===== src/trim_ram.sv =====
module trim_ram #(
  parameter int WIDTH = 8,
  parameter int DEPTH = 256
) (
  input  logic                     clk_i,
  input  logic                     we_i,
  input  logic [$clog2(DEPTH)-1:0] waddr_i,
  input  logic [WIDTH-1:0]         wdata_i,
  input  logic                     re_i,
  input  logic [$clog2(DEPTH)-1:0] raddr_i,
  output logic [WIDTH-1:0]         rdata_o
);

  logic [WIDTH-1:0] mem [DEPTH];

  always_ff @(posedge clk_i) begin
    if (we_i) begin
      mem[waddr_i] <= wdata_i;
    end
    if (re_i) begin
      rdata_o <= mem[raddr_i];
    end
  end

endmodule


===== config.mk =====
export PLATFORM = sky130hd
export DESIGN_NAME = trim_ram
export DESIGN_NICKNAME = d
export VERILOG_FILES = /design/src/trim_ram.sv
export SDC_FILE = /design/constraint.sdc
export NUM_CORES = 2
export LEC_CHECK = 0
export BUFFER_PORTS_ARGS = -buffer_cell sky130_fd_sc_hd__buf_2
export CAP_MARGIN = 20
export CORE_MARGIN = 5
export CORE_UTILIZATION = 35
export DETAILED_ROUTE_END_ITERATION = 10
export PLACE_DENSITY = 0.63
export SETUP_SLACK_MARGIN = 0.5
export SKIP_LAST_GASP = 1
export SLEW_MARGIN = 20
export SYNTH_ARGS = -nofsm -noshare
export SYNTH_HDL_FRONTEND = slang
export SYNTH_SLANG_ARGS = --single-unit

===== constraint.sdc =====
create_clock -name clk_i -period 2.76 [get_ports clk_i]
set_clock_uncertainty 0.05 [all_clocks]
set_input_delay 0.69 -clock clk_i [delete_from_list [all_inputs] [get_ports clk_i]]
set_output_delay 0.69 -clock clk_i [all_outputs]
set_load 0.01 [all_outputs]

# Yosys cells after proc, flatten, opt, wreduce, memory -nomap -nowiden
# Memories as Yosys holds them, arrays and structs flattened. A register that Yosys moved wholly into a read port is not among the register bits.
# Cells that the tools add are included.
[op_classes]
mux = 2
[ops]
columns = ["op", "n"]
rows = [
  ["2-to-1 mux 1 bit", 2],
]
[word_totals]
ram_bits = 2048
n_memories = 1
inputBits = 27
out_inout_bits = 8
elab_cells = 3
reg_bits = 0
[mem_list]
columns = ["name", "words", "word_bits", "read_ports", "rd_clocked_by_memory_dff", "wr", "line", "text"]
rows = [
  ["mem", 256, 8, 1, 1, 1, "14", "logic [WIDTH-1:0] mem [DEPTH];"],
]

# Logic depth before layout (Yosys ltp)
[depth]
depth_word = 2
mapped_depth = 11
ltp_nobuf = 6

# Worst setup path after synthesis
# No wires, ideal clock.
[synth_timing]
path_type = "input to register"
from = "in raddr_i[0]"
to = "reg rdata_o[2], read port of mem, data pin"
n_path_buf = 4
setup_ns = 0.269
required_time_ns = 2.441
arrival_ns = 2.497
setup_slack_ns = -0.056
stages = 9
path_cell_list = "buf_6 > buf_12 > buf_8 > buf_2 > mux4_2 > a22oi_1 > a21oi_1 > nor4_1 > nor4_2"
[synth_rtl]
columns = ["element", "line", "text"]
rows = [
  ["start: declaration", "10", "input logic [$clog2(DEPTH)-1:0] raddr_i,"],
  ["end: declaration", "11", "output logic [WIDTH-1:0] rdata_o"],
]

# Worst setup path after layout
[layout_timing]
from = "reg rdata_o[4], read port of mem"
to = "out rdata_o[4]"
# No word-level cell between the ends.

==> metrics <==
result of the run=completed; detailed-placement wirelength estimate=135000 µm; TritonCTS clock tree=yes; depth of the worst hold-timing path=1; cell family with most CP delay=flip-flops; net total in the final layout=4442; relative area change from synthesis to final layout=21.5%; post-CTS clock slew at the launch and capture registers of the worst setup and hold paths=60 ps; final critical delay including setup and external delays=2430 ps; library cells used by synthesis=54; number of antenna violations at the first check in global routing=16; crit path launch type=register; total routed wirelength=208000 µm; worst reg2reg path endpoint=rdata_o[3]; clock network latency to the later pin of the worst-skew pair=850 ps; post-placement cell count=7163; vias after detailed routing=41000; setup violators final=0; leftover overflow at the end of global routing=0; power consumption=65.3 mW; mux share of post-synthesis cell area=14.6%; Mapped Cells=3733; Power Density=675 nW/µm²; average wire per cell in the routed design=27.3 µm; Final Cycle Share=88.1%; fraction of layout instances using a drive strength above 1=36.5%; largest family of logic cells by synthesized area=multiplexers; slew at the pin closest to its max-slew limit=889 ps; deepest level of the CTS H-tree=4; crit path buf inv count=1; required time of the critical path=2020 ps; CTS root buf=sky130_fd_sc_hd__clkbuf_16; fraction of the mapped netlist area in compound gates=3.42%; Fin. Hold Viols=0; maximum resistive drop on vdd=499 µV; routability-driven placement congestion ratio=0.848; number of detailed-route iterations in the first pass=5; net count after synthesis=3760; share of flip-flops with an asynchronous set or reset=0%; buffers added on ports=34; Worst R2R Start=mem[25][3]; adder-cell area share of the yosys netlist=0%; total clock buffers created by CTS=200; library cell contributing the largest single delay on the critical path=sky130_fd_sc_hd__edfxtp_1; number of flip-flops and latches in the synthesized netlist=2056; Synth area leaders=sky130_fd_sc_hd__edfxtp_1 78%, sky130_fd_sc_hd__mux4_2 13%, sky130_fd_sc_hd__mux2i_1 1.7%; remaining max-slew budget at the tightest pin=40.7%; number of global-route vias before repair=41200; type of element capturing the critical path=primary output; stage delay of the slowest cell on the critical path=630 ps; unrepaired setup endpoints after global routing=true; Starting Density=35.1%; core area=227000 µm²; syn avg cell area=21.3 µm²; hold-fix buffers at CTS=0; first-iteration detailed-routing DRC count=4154; Hold Path End=mem[178][1]; worst r2r path cells=8; area share of xor/xnor cells in the synthesized design=0%; num ports=35; Synth Cell Area=79600 µm²; top cell type's share of synthesized area=77.5%; Via density=5.39; count of flip-flops with a built-in enable after synthesis=2056; Die Width=487 µm; start-to-end type of the worst setup path=register to primary output; global-route wire length before repair=298000 µm; achievable frequency=411 MHz; final cell count without fillers=7605; share of synthesized area occupied by flip-flops and latches=77.5%; reg-to-reg slack, setup=380 ps; synthesis warning total=0; CP max FO=2; static leakage=30.6 nW; max-cap violation count=0; overall global routing resource usage=17.2%; startpoint of the lowest-slack hold path=wdata_i[1]; Synth Flop Type=sky130_fd_sc_hd__edfxtp_1; maximum number of pins on one net before global-route repair=101; number of standard-cell rows in the floorplan=175; Die Area=237000 µm²; vertical die dimension=487 µm; Remaining DRCs=0; Simple-Gate Fraction of Synth Area=2.63%; sink count of the clock tree=2056; data arrival at the endpoint of the critical path=1690 ps; path type of the worst min-delay path=primary input to register; top cell type by total area after synthesis=sky130_fd_sc_hd__edfxtp_1; count of antenna-violating nets left after detailed routing=0; aggregate negative setup slack=0 ps; maximum buffer depth of the clock tree=3; cell-by-cell listing of the critical path=buf_2; fin. max-slew vios=0
cell type report:
class,count,area (µm²)
fill,19400,130000
sequential,2056,61700
tap,3009,3760
timing repair buffer,713,6900
antenna,11,27.5
multi-input combinational,1442,17900
inverter,2,7.51
clock inverter,128,1280
clock buffer,244,5170
synth_stat cells (21+ instances only):
cell,number
sky130_fd_sc_hd__edfxtp_1,2056
sky130_fd_sc_hd__mux4_2,454
sky130_fd_sc_hd__nor2_1,282
sky130_fd_sc_hd__mux2i_1,134
sky130_fd_sc_hd__a22oi_1,133
sky130_fd_sc_hd__clkbuf_1,111
sky130_fd_sc_hd__a21oi_1,96
sky130_fd_sc_hd__o221ai_1,46
sky130_fd_sc_hd__nand3_1,34
sky130_fd_sc_hd__nand2_1,33
sky130_fd_sc_hd__buf_2,31
sky130_fd_sc_hd__nor2b_1,31
sky130_fd_sc_hd__o22ai_1,28
sky130_fd_sc_hd__buf_4,27
sky130_fd_sc_hd__nor4_1,24
sky130_fd_sc_hd__buf_1,22
sky130_fd_sc_hd__nor3_1,22
sky130_fd_sc_hd__buf_6,21
routing by layer:
metal / vias up / GRT usage (%) / share of wire [%]
li1: 17100 / - / -
met5: - / 0 / 0
met1: 21900 / 23.7 / 41
met3: 288 / 2.83 / 7.2
met2: 1716 / 28.1 / 49
met4: 0 / 5.40 / 3.1
through the flow:
| step | setup WS (ps) | hold WS [ps] | instance area, µm² | utilization (%) |
|---|---|---|---|---|
| after floorplan | 62.6 | 739 | 80800 | - |
| after global placement | -1060 | 1050 | 88800 | 39.2 |
| after detailed placement | -1050 | 1060 | 88800 | 39.2 |
| after CTS | 264 | 134 | 96100 | 42.3 |
| after global routing | 311 | 168 | 96800 | 42.7 |
| final | 328 | 206 | 96800 | 42.7 |
worst max path at each step:
stage | from | slack, ps | to | depth (start not counted)
after global routing | rdata_o[4] | 310 | rdata_o[4] | 1
after floorplan | raddr_i[0] | 60 | rdata_o[0] | 9
after global placement | raddr_i[0] | -1060 | rdata_o[3] | 10
final | rdata_o[4] | 330 | rdata_o[4] | 1
after CTS | rdata_o[4] | 260 | rdata_o[4] | 1
after detailed placement | raddr_i[0] | -1050 | rdata_o[3] | 10
placed cells by master (no fill, tap or decap), drive strengths merged, types with 2 or more instances in the layout:
cell,Yosys,layout
clkinvlp,0,9
a22o,8,8
nand2b,8,8
o21ai,12,12
and2,6,6
o32ai,5,5
o221ai,47,47
nor2b,31,31
edfxtp,2056,2056
o211ai,10,10
a21oi,96,96
nand3b,2,2
inv,1,8
o22a,5,5
mux4,456,456
o22ai,28,28
buf,122,700
a221oi,14,14
diode,0,11
bufinv,0,18
clkbuf,111,255
a211oi,16,16
a311oi,2,2
nand3,34,34
bufbuf,0,2
a2111oi,5,5
nand4,10,10
a22oi,133,133
a31oi,2,2
nor4,27,27
nor2,282,282
nand2,33,33
or2,4,4
mux2i,134,134
clkinv,1,95
nor3,22,22
and3b,2,2
sequential cells by signal, indices dropped and copies added, names as in the netlist:
name,cells
rdata_o,8
mem,2048
power by group:
| part | total, mW | leakage [nW] | switching [mW] | internal (mW) |
|---|---|---|---|---|
| Clock | 26.8 | 3.12 | 11.7 | 15.1 |
| Sequential | 34.5 | 18.5 | 0.0595 | 34.4 |
| Combinational | 3.96 | 9.03 | 2.29 | 1.66 |
cell families (layout without fill, tap and decap cells):
family	Yosys count	after routing
buffers and inverters	235	1087
AOI/OAI and AO/OA	385	385
and+or+nand+nor	466	466
DFF	2056	2056
muxes	591	591
other	0	11
worst reg2reg max path, delay by kind of cell, from the launching register on:
family | cells | cell delay, ps
simple gates | 1 | 30
flops | 1 | 390
mux | 1 | 470
compound gates | 4 | 880
buf+inv | 2 | 320
what timing repair did:
item,in CTS,in global routing
cloned,3,8
buffers inserted,27,21
pin swaps,22,31
resized for setup,80,69
endpoints found under the setup margin,16,16
(Power assumes the default switching activity.)
